`src/rtl/hkmc_pkg.sv`:
```
`default_nettype none
package hkmc_pkg;
  localparam int unsigned Buckets = 1024;
  localparam int unsigned Entries = 4096;
  localparam int unsigned BucketW = $clog2(Buckets);
  localparam int unsigned EntryW = $clog2(Entries);
  localparam int unsigned LinkW = $clog2(Entries + 1);
  localparam int unsigned KeyW = 64;
  localparam int unsigned CountW = 32;
  localparam int unsigned SumW = 63;
  localparam logic [SumW-1:0] SumMax = {SumW{1'b1}};
  localparam logic [CountW-1:0] CountMax = {CountW{1'b1}};

  typedef enum logic [2:0] {
    StClear, StIdle, StHead, StRead, StCmp, StOut
  } state_e;

  typedef struct packed {
    logic clear;
    logic load_key;
    logic read_head;
    logic read_entry;
    logic do_hit;
    logic do_insert;
    logic do_full;
    logic advance;
  } cmd_t;

  typedef struct packed {
    logic clear_done;
    logic link_zero;
    logic key_match;
    logic table_full;
    logic steps_done;
  } stat_t;
endpackage
`default_nettype wire

```
`src/rtl/hkmc_ctrl.sv`:
```
`default_nettype none
module hkmc_ctrl import hkmc_pkg::*; (
  input  wire  clk_i,
  input  wire  rst_ni,
  input  wire  in_valid_i,
  output logic in_ready_o,
  output logic out_valid_o,
  input  wire  out_ready_i,
  input  stat_t stat_i,
  output cmd_t cmd_o
);
  state_e state_q, state_d;

  always_ff @(posedge clk_i or negedge rst_ni) begin
    if (!rst_ni) state_q <= StClear;
    else state_q <= state_d;
  end

  always_comb begin
    state_d = state_q;
    case (state_q)
      StClear: if (stat_i.clear_done) state_d = StIdle;
      StIdle: if (in_valid_i) state_d = StHead;
      StHead: state_d = StRead;
      StRead: begin
        if (stat_i.link_zero || stat_i.steps_done) state_d = StOut;
        else state_d = StCmp;
      end
      StCmp: begin
        if (stat_i.key_match) state_d = StOut;
        else state_d = StRead;
      end
      StOut: if (out_ready_i) state_d = StIdle;
      default: state_d = StIdle;
    endcase
  end

  always_comb begin
    cmd_o = '0;
    in_ready_o = 1'b0;
    out_valid_o = 1'b0;
    case (state_q)
      StClear: cmd_o.clear = 1'b1;
      StIdle: begin
        in_ready_o = 1'b1;
        cmd_o.load_key = in_valid_i;
      end
      StHead: cmd_o.read_head = 1'b1;
      StRead: begin
        if (stat_i.link_zero || stat_i.steps_done) begin
          cmd_o.do_full = stat_i.table_full;
          cmd_o.do_insert = !stat_i.table_full;
        end else begin
          cmd_o.read_entry = 1'b1;
        end
      end
      StCmp: begin
        cmd_o.do_hit = stat_i.key_match;
        cmd_o.advance = !stat_i.key_match;
      end
      StOut: out_valid_o = 1'b1;
      default: ;
    endcase
  end
endmodule
`default_nettype wire

```
`config.mk`:
```
export PLATFORM = sky130hd
export DESIGN_NAME = hkmc_ctrl
export DESIGN_NICKNAME = d
export VERILOG_FILES = /design/src/rtl/hkmc_pkg.sv /design/src/rtl/hkmc_ctrl.sv
export SDC_FILE = /design/constraint.sdc
export NUM_CORES = 1
export LEC_CHECK = 0
export ABC_AREA = 1
export BUFFER_PORTS_ARGS = -buffer_cell sky130_fd_sc_hd__buf_2
export CELL_PAD_IN_SITES_DETAIL_PLACEMENT = 2
export CELL_PAD_IN_SITES_GLOBAL_PLACEMENT = 2
export CORE_MARGIN = 2
export CORE_UTILIZATION = 14
export DETAILED_ROUTE_END_ITERATION = 8
export GPL_TIMING_DRIVEN = 0
export PLACE_DENSITY = 0.63
export SLEW_MARGIN = 20
export SYNTH_ARGS = -nofsm -noshare
export SYNTH_HDL_FRONTEND = slang
export SYNTH_SLANG_ARGS = --single-unit
```
`constraint.sdc`:
```
create_clock -name clk_i -period 1.1 [get_ports clk_i]
set_clock_uncertainty 0.15 [all_clocks]
set_input_delay 0.055 -clock clk_i [delete_from_list [all_inputs] [get_ports clk_i]]
set_output_delay 0.055 -clock clk_i [all_outputs]
set_load 0.05 [all_outputs]
```
==> results.ini, run 1 <==
[synth]
syn_inst = 43
synth.distinct_cells = 12
syn_area_per_cell_um2 = 5.91
synth_fp_nets = 52
synth_area_um2 = 254
synth-seq-area-share_pct = 29.6
ys_ff_latch = 3
synth_warnings = 0

[min_path]
holdPathEnd = state_q[2]
min_from = out_ready_i
hold_class = primary input to flop
whs_path_depth = 4

[sta]
fin_tns_setup_ns = -3.91
hold_viol_final = 0
setup_violations = 13
worst_pin_slew_ns = 0.326
rsz0062_at_grt = yes
finalCritPeriodShare_pct = 133
fmax_ghz = 0.681
setup_slack_ns = -0.368
relSlewSlack_pct = 78.2
drv_slew = 0
holdWs_ns = 0.0108
fin_crit_ns = 1.47

[floorplan]
row_count = 15
die_h_um = 46.6
core_mm2 = 0.00171
fp.dieW_um = 46.6
dieArea_mm2 = 0.00217
start_util_pct = 14.9
ios = 19

[finish]
area_growth_pct = 170
final_layout_size_suffix_gt1_share_pct = 71.4
final_cell_mix = 8 x buf_2, 8 x buf_6, 8 x buf_4
largest_reg_flops = 3
diodes = 0
regMostFlops = state_q
top_regs = state_q: 3 flops
fin_nets = 87

[clocking]
cts_buffers = 3
cts-root-buf = clkbuf_4
clkTransAtPathRegs_ns = 0.03
cts_tree = yes
clock_sinks = 3
htreeDepth = 1
cts_max_path_buffers = 2
clkLatencyLatePin_ns = 0.24

[setup_path]
reg2reg_slack_ns = -0.33
arrival_ns = 1.26
required_ns = 0.89
path_class = flop to output port
rr_endpoint = state_q[0]
endpoint_kind = output port
start_kind = flop
path_max_fanout = 3
r2r_cells = 8
timing.rr.start = state_q[0]

[routing]
drtPass1Iterations = 1
viasPerCell = 3.90
drc = 0
drtIter0Drc = 0
vias = 398
drt-total-wl_um = 1120
ant_nets = 0
wl_per_cell_um = 11.0

[global_routing]
grt_usage_pct = 12.2
grt_overflow = 0
first_global_vias = 405
grt_max_degree = 7
grt_pass1_wl_um = 1730
antenna_found_initial = 0

[placement]
routabilityCongestion = 0.657
port_buffers = 18
dpl.hpwl_um = 701

[flow_run]
cap_violations = 0

[status]
status = finished with violations
violations = setup timing

[power_and_ir_drop]
power.density_mw_per_mm2 = 2860
ir_drop_mv = 0.913
leakage_nw = 0.330

==> Yosys cell counts, drive strengths merged <==
| master | count | share of area [%] |
|---|---|---|
| nor2 | 10 | 17 |
| nand2 | 9 | 14 |
| inv | 11 | 16 |
| nand4 | 1 | 2.5 |
| dfrtp | 3 | 30 |
| nor3 | 2 | 3.9 |
| nand3 | 5 | 12 |
| o21ai | 1 | 2.0 |
| o211ai | 1 | 3.0 |
==> critical path, cell delays in order (launching register included) <==
cell        delay [ns]
dfrtp_2           0.43
buf_12            0.13
nor2_4            0.13
nand3_2           0.10
clkinvlp_4        0.09
buf_8             0.14
==> per-layer routing <==
metal / share of wire [%] / routed length [um] / vias to the layer above / GRT usage (%)
met5: 0 / 0 / - / 0
met2: 57 / 637 / 8 / 20.0
li1: - / - / 200 / -
met1: 40 / 448 / 190 / 13.3
met3: 3.2 / 36 / 0 / 3.53
met4: 0 / 0 / 0 / 8.57
==> metrics by stage <==
step | setup slack, ns | total power, mW | instance area (um2) | std cells | utilization (%)
3_3_place_gp | -0.318 | 1.23 | 449 | 86 | 26.3
6_report | -0.368 | 1.97 | 687 | 102 | 40.2
5_1_grt | -0.425 | 2.10 | 687 | 102 | 40.2
4_1_cts | -0.359 | 1.87 | 657 | 99 | 38.5
3_5_place_dp | -0.330 | 1.23 | 449 | 86 | 26.3
2_1_floorplan | -0.287 | 1.03 | 328 | 43 | -
==> final cells by class <==
type | count | area, um2
Sequential cell | 3 | 78.8
Tap cell | 25 | 31.3
Fill cell | 192 | 1020
Timing Repair Buffer | 30 | 275
Inverter | 11 | 48.8
Clock buffer | 4 | 26.3
Multi-Input combinational cell | 29 | 226
==> timing repair <==
| item | in CTS | in global routing |
|---|---|---|
| pin swaps | 4 | 1 |
| endpoints found under the hold margin | 3 | 0 |
| hold buffers | 2 | 0 |
| buffers inserted | 7 | 3 |
| setup endpoints to repair | 13 | 13 |
| resized for setup | 31 | 2 |
==> worst max path at each step <==
| stage | from | endpoint | slack (ns) | cells past startpoint |
|---|---|---|---|---|
| 6_report | state_q[0] | cmd_o[0] | -0.37 | 5 |
| 4_1_cts | state_q[0] | cmd_o[2] | -0.36 | 5 |
| 3_5_place_dp | state_q[0] | cmd_o[2] | -0.33 | 5 |
| 2_1_floorplan | state_q[0] | cmd_o[2] | -0.29 | 4 |
| 5_1_grt | state_q[0] | cmd_o[2] | -0.43 | 5 |
| 3_3_place_gp | state_q[0] | cmd_o[2] | -0.32 | 5 |
==> cell families after synthesis <==
logic type / after synthesis / share of synthesized area [%]
simple gates: 27 / 49.3
buf+inv: 11 / 16.3
flops: 3 / 29.6
compound gates: 2 / 4.93
==> power by group <==
| group | switching, mW | internal (mW) |
|---|---|---|
| sequential | 0.0931 | 0.170 |
| combinational | 0.870 | 0.635 |
| clock | 0.0625 | 0.136 |
No activity file was read; power rests on OpenSTA's default activity.
==> run 2, diff against run 1 <==
==> constraint.sdc (replaced) <==
create_clock -name clk_i -period 1.1 [get_ports clk_i]
set_clock_uncertainty 0.15 [all_clocks]
set_input_delay 0.055 -clock clk_i [delete_from_list [all_inputs] [get_ports clk_i]]
set_output_delay 0.055 -clock clk_i [all_outputs]
set_load 0.1 [all_outputs]
==> run 2 against run 1 <==
  * The flow still finishes with violations (setup timing)
  * Count of clock-buffer cells in the layout is the same
  * Largest power group unchanged
  * First-iteration DRC count grew 6
  * Global-route usage grew 4.3 points
  * Critical path depth is the same
  * Wire length grew 72%
==> results.ini, run 2 (synthesis gave the netlist of run 1 again) <==
[status]
status = finished with violations
violations = setup timing

[setup_path]
arrival_ns = 1.43
path_buf_inv = 2
cp_top_family = simple AND/OR/NAND/NOR gates
crit_chain = inv_4 -> nor2_4 -> nand2_2 -> nor2_4 -> buf_12
path_class = flop to output port
endpoint_kind = output port
max_stage_delay_ns = 0.45
path_max_fanout = 4
path_common_cell = nor2_4
required_ns = 0.89
start_kind = flop
slowest_stage = dfrtp_2

[finish]
regMostFlops = state_q
fin_nets = 95
stdcell_area_um2 = 895
top_regs = state_q: 3 flops
largest_reg_flops = 3
diodes = 0
final_layout_size_suffix_gt1_share_pct = 80.0
final_cell_mix = 10 x buf_12, 10 x buf_4, 8 x nor2_4, 8 x buf_2, 8 x buf_6
area_growth_pct = 252
final_util_pct = 52.4

[sta]
finalCritPeriodShare_pct = 148
fin_crit_ns = 1.63
holdWs_ns = 0.0548
fmax_ghz = 0.612
setup_slack_ns = -0.533
drv_slew = 0
rsz0062_at_grt = yes
setup_violations = 13
worst_pin_slew_ns = 0.379
relSlewSlack_pct = 74.6
hold_viol_final = 0

[clocking]
cts-root-buf = clkbuf_4
htreeDepth = 1
clkTransAtPathRegs_ns = 0.05
cts_tree = yes
clkLatencyLatePin_ns = 0.26
cts_buffers = 3
clock_sinks = 3
cts_max_path_buffers = 2

[global_routing]
grt.busiest_layer = met2
grt_max_degree = 7
grtUsageMet1_pct = 19.0
first_global_vias = 481
antenna_found_initial = 0
grt_overflow = 0
grt_util_met2_pct = 29.7
grt_usage_pct = 16.5
grt_use_met3_pct = 2.35
grt_pass1_wl_um = 2330

[routing]
drtPass1Iterations = 3
viasPerCell = 4.05
drc = 0
vias = 446
ant_nets = 0
drtIter0Drc = 6
drt-total-wl_um = 1930
wl_per_cell_um = 17.5

[power_and_ir_drop]
ir_drop_mv = 1.31
intPower_mw = 1.35
pwr-share-seq_pct = 9.1
leakage_nw = 0.390
power.density_mw_per_mm2 = 3420
netSwitchingFraction_pct = 55.9
clkPwrFrac_pct = 7.4
combPwrFrac_pct = 83.5
switchingPower_mw = 1.71
power_mw = 3.06

[floorplan]
ios = 19
row_count = 15
core_mm2 = 0.00171
die_h_um = 46.6
dieArea_mm2 = 0.00217
fp.dieW_um = 46.6
start_util_pct = 14.9

[placement]
dpl.hpwl_um = 720
routabilityCongestion = 0.645
port_buffers = 18
preCtsSetupSlack_ns = -0.515
placed_cell_area_um2 = 470

[flow_run]
cap_violations = 0

[min_path]
hold_class = primary input to flop

[run 2: what timing repair did]
item,in CTS,in global routing
pin swaps,5,7
resized for setup,48,15
hold buffers,2,0
endpoints found under the hold margin,3,0
cloned,0,0
setup buffers,12,6
endpoints found under the setup margin,13,13
[run 2: worst reg2reg max path, delay by kind of cell (launching register included)]
kind	cells	cell delay, ns
AOI/OAI and AO/OA	1	0.10
DFF	1	0.45
and+or+nand+nor	2	0.27
buffers and inverters	3	0.33
[run 2: area by class of cell]
| class | instances | area, um2 |
|---|---|---|
| Multi-Input combinational cell | 29 | 275 |
| Sequential cell | 3 | 78.8 |
| Clock buffer | 4 | 26.3 |
| Fill cell | 172 | 813 |
| Timing Repair Buffer | 38 | 425 |
| Inverter | 11 | 57.6 |
| Tap cell | 25 | 31.3 |
[run 2: through the flow]
step / cells / TNS (ns)
detailed placement: 86 / -4.11
global placement: 86 / -4.00
global route: 110 / -5.98
CTS: 104 / -4.03
floorplan: 43 / -4.54
finish: 110 / -5.39
[run 2: power by group through the flow]
stage / sequential (mW) / clock, mW / combinational [mW]
after floorplan: 0.290 / 0 / 1.20
after global placement: 0.316 / 0 / 1.37
after detailed placement: 0.315 / 0 / 1.37
after CTS: 0.271 / 0.211 / 2.11
after global routing: 0.286 / 0.242 / 2.67
final: 0.278 / 0.227 / 2.56
[run 2: layer usage]
layer / vias up / part of all wire, %
li1: 214 / -
met1: 213 / 38
met2: 13 / 57
met3: 6 / 2.0
met4: 0 / 3.1
met5: - / 0
[run 2: path summary, 6_finish.rpt]
kind / startpoint / end / depth (start not counted) / slack [ns]
min: out_ready_i / state_q[2] / 4 / 0.05
max in group asynchronous: rst_ni / state_q[1] / 3 / 0.09
min reg2reg: state_q[0] / state_q[0] / 3 / 0.59
min in group asynchronous: rst_ni / state_q[0] / 3 / 0.52
max reg2reg: state_q[0] / state_q[2] / 6 / -0.32
max: state_q[0] / cmd_o[6] / 5 / -0.53
==> run 3, diff against run 2 <==
--- a/config.mk
+++ b/config.mk
@@ -9,11 +9,12 @@
 export BUFFER_PORTS_ARGS = -buffer_cell sky130_fd_sc_hd__buf_2
 export CELL_PAD_IN_SITES_DETAIL_PLACEMENT = 2
 export CELL_PAD_IN_SITES_GLOBAL_PLACEMENT = 2
+export CORE_ASPECT_RATIO = 0.9
 export CORE_MARGIN = 2
 export CORE_UTILIZATION = 14
 export DETAILED_ROUTE_END_ITERATION = 8
 export GPL_TIMING_DRIVEN = 0
-export PLACE_DENSITY = 0.63
+export PLACE_DENSITY_LB_ADDON = 0.1
 export SLEW_MARGIN = 20
 export SYNTH_ARGS = -nofsm -noshare
 export SYNTH_HDL_FRONTEND = slang
==> run 3 against run 2 <==
  * The flow still finishes with violations (setup timing)
  * Flip-flop and latch count is the same
  * Non-clock buffer count shrank 1
  * Clock power shrank 8%
  * Register-to-register slack lost 0.02 ns
  * First-iteration DRC count shrank 67%
  * Sequential power is essentially flat
  * Core utilization shrank 1.9 points
  * Design area shrank 5.2%
  * Critical path type unchanged
  * Via count shrank 4.7%
  * Maximum frequency grew 2.9%
  * Combinational power shrank 7%
  * Setup slack gained 0.046 ns
  * Largest power group unchanged
==> results.ini, run 3 (synthesis gave the netlist of run 1 again) <==
[min_path]
hold_class = primary input to flop
holdPathEnd = state_q[2]
min_from = out_ready_i
whs_path_depth = 4

[sta]
finalCritPeriodShare_pct = 144
fin_crit_ns = 1.59
setup_violations = 13
hold_viol_final = 0
drv_slew = 0
worst_pin_slew_ns = 0.366
fmax_ghz = 0.630
setup_slack_ns = -0.487
rsz0062_at_grt = yes
relSlewSlack_pct = 75.5

[finish]
fin_nets = 94
diodes = 0
final_layout_size_suffix_gt1_share_pct = 77.4
mostFrequentLayoutCell = buf_4
final_cells = 108
final_cell_mix = 14 x buf_4, 11 x buf_12, 8 x buf_2
area_growth_pct = 234
largest_reg_flops = 3
regMostFlops = state_q
top_regs = state_q: 3 flops

[setup_path]
slowest_stage = dfrtp_2
path_max_fanout = 5
max_stage_delay_ns = 0.43
endpoint_kind = output port
required_ns = 0.89
arrival_ns = 1.38
start_kind = flop
path_class = flop to output port
rr_endpoint = state_q[1]
timing.rr.start = state_q[0]
cp.depth = 5
crit_chain = inv_2 -> nor2_4 -> nand2_4 -> nor3_4 -> buf_12
r2r_cells = 8
cp_top_family = flip-flops
crit_start = state_q[0]
reg2reg_slack_ns = -0.34
path_buf_inv = 2

[floorplan]
die_h_um = 44.4
ios = 19
start_util_pct = 15.1
fp.dieW_um = 48.9
core_mm2 = 0.00168
row_count = 14
dieArea_mm2 = 0.00217

[status]
violations = setup timing
status = finished with violations

[placement]
dpl.hpwl_um = 706
port_buffers = 18
routabilityCongestion = 0.635
dp.cells = 85

[clocking]
cts-root-buf = clkbuf_4
clkTransAtPathRegs_ns = 0.05
cts_buffers = 3
clock_sinks = 3
cts_tree = yes
cts_max_path_buffers = 2
clkLatencyLatePin_ns = 0.24
htreeDepth = 1

[routing]
drtIter0Drc = 2
wl_per_cell_um = 14.1
ant_nets = 0
drc = 0
viasPerCell = 3.94
drt-total-wl_um = 1520
vias = 425
drtPass1Iterations = 3

[flow_run]
cap_violations = 0

[global_routing]
grt_overflow = 0
first_global_vias = 454
grt_max_degree = 6
antenna_found_initial = 0
grt_usage_pct = 12.9
grt_pass1_wl_um = 1970

[power_and_ir_drop]
power_mw = 2.86
leakage_nw = 0.378
ir_drop_mv = 1.44
power.density_mw_per_mm2 = 3370

-- run 3: layer usage --
| metal | share of wire (%) | vias to the layer above | track usage, % |
|---|---|---|---|
| met5 | 0 | - | 0 |
| met4 | 0 | 0 | 10.3 |
| met3 | 1.1 | 0 | 3.04 |
| met2 | 59 | 8 | 22.5 |
| met1 | 39 | 206 | 13.7 |
| li1 | - | 211 | - |
-- run 3: stage by stage --
stage          util (%)  setup TNS (ns)  hold slack [ns]  worst slack [ns]  instance area, um2
6_report           50.4           -4.88           0.0301            -0.487                 848
5_1_grt            50.4           -5.73           0.0805            -0.548                 848
4_1_cts            46.9           -4.21           0.0179            -0.459                 788
3_5_place_dp       27.9           -4.05           -0.298            -0.494                 469
3_3_place_gp       27.9           -4.04           -0.299            -0.495                 469
2_1_floorplan         -           -4.54           -0.391            -0.642                 349
-- run 3: worst max-delay path by stage --
stage,end,slack [ns]
after CTS,cmd_o[2],-0.46
final,cmd_o[2],-0.49
after detailed placement,cmd_o[2],-0.49
after global routing,cmd_o[2],-0.55
after floorplan,cmd_o[2],-0.64
after global placement,cmd_o[2],-0.50
-- run 3: worst register-to-register path, stage by stage (launching register included) --
cell and delay, ns:
dfrtp_2 0.43, inv_2 0.08, buf_4 0.14, buf_4 0.13, nand3_4 0.07, buf_4 0.13, nand2_4 0.05, nor2_2 0.10
nor2_1 0.04
-- run 3: layout make-up --
class,instances,area (um2)
Multi-Input combinational cell,29,253
Sequential cell,3,78.8
Clock buffer,4,26.3
Tap cell,24,30.0
Fill cell,190,833
Inverter,11,52.6
Timing Repair Buffer,37,408
-- run 3: report_power, final --
part	leakage (nW)	total, mW	internal, mW	switching, mW
combinational	0.330	2.37	0.971	1.40
sequential	0.0337	0.278	0.170	0.108
clock	0.0150	0.209	0.137	0.0725
-- run 3: what timing repair did --
action	in CTS	in global routing
buffers inserted	10	7
hold buffers	2	0
endpoints found under the hold margin	3	0
pin swaps	5	4
endpoints found under the setup margin	13	13
gates resized for setup	49	3
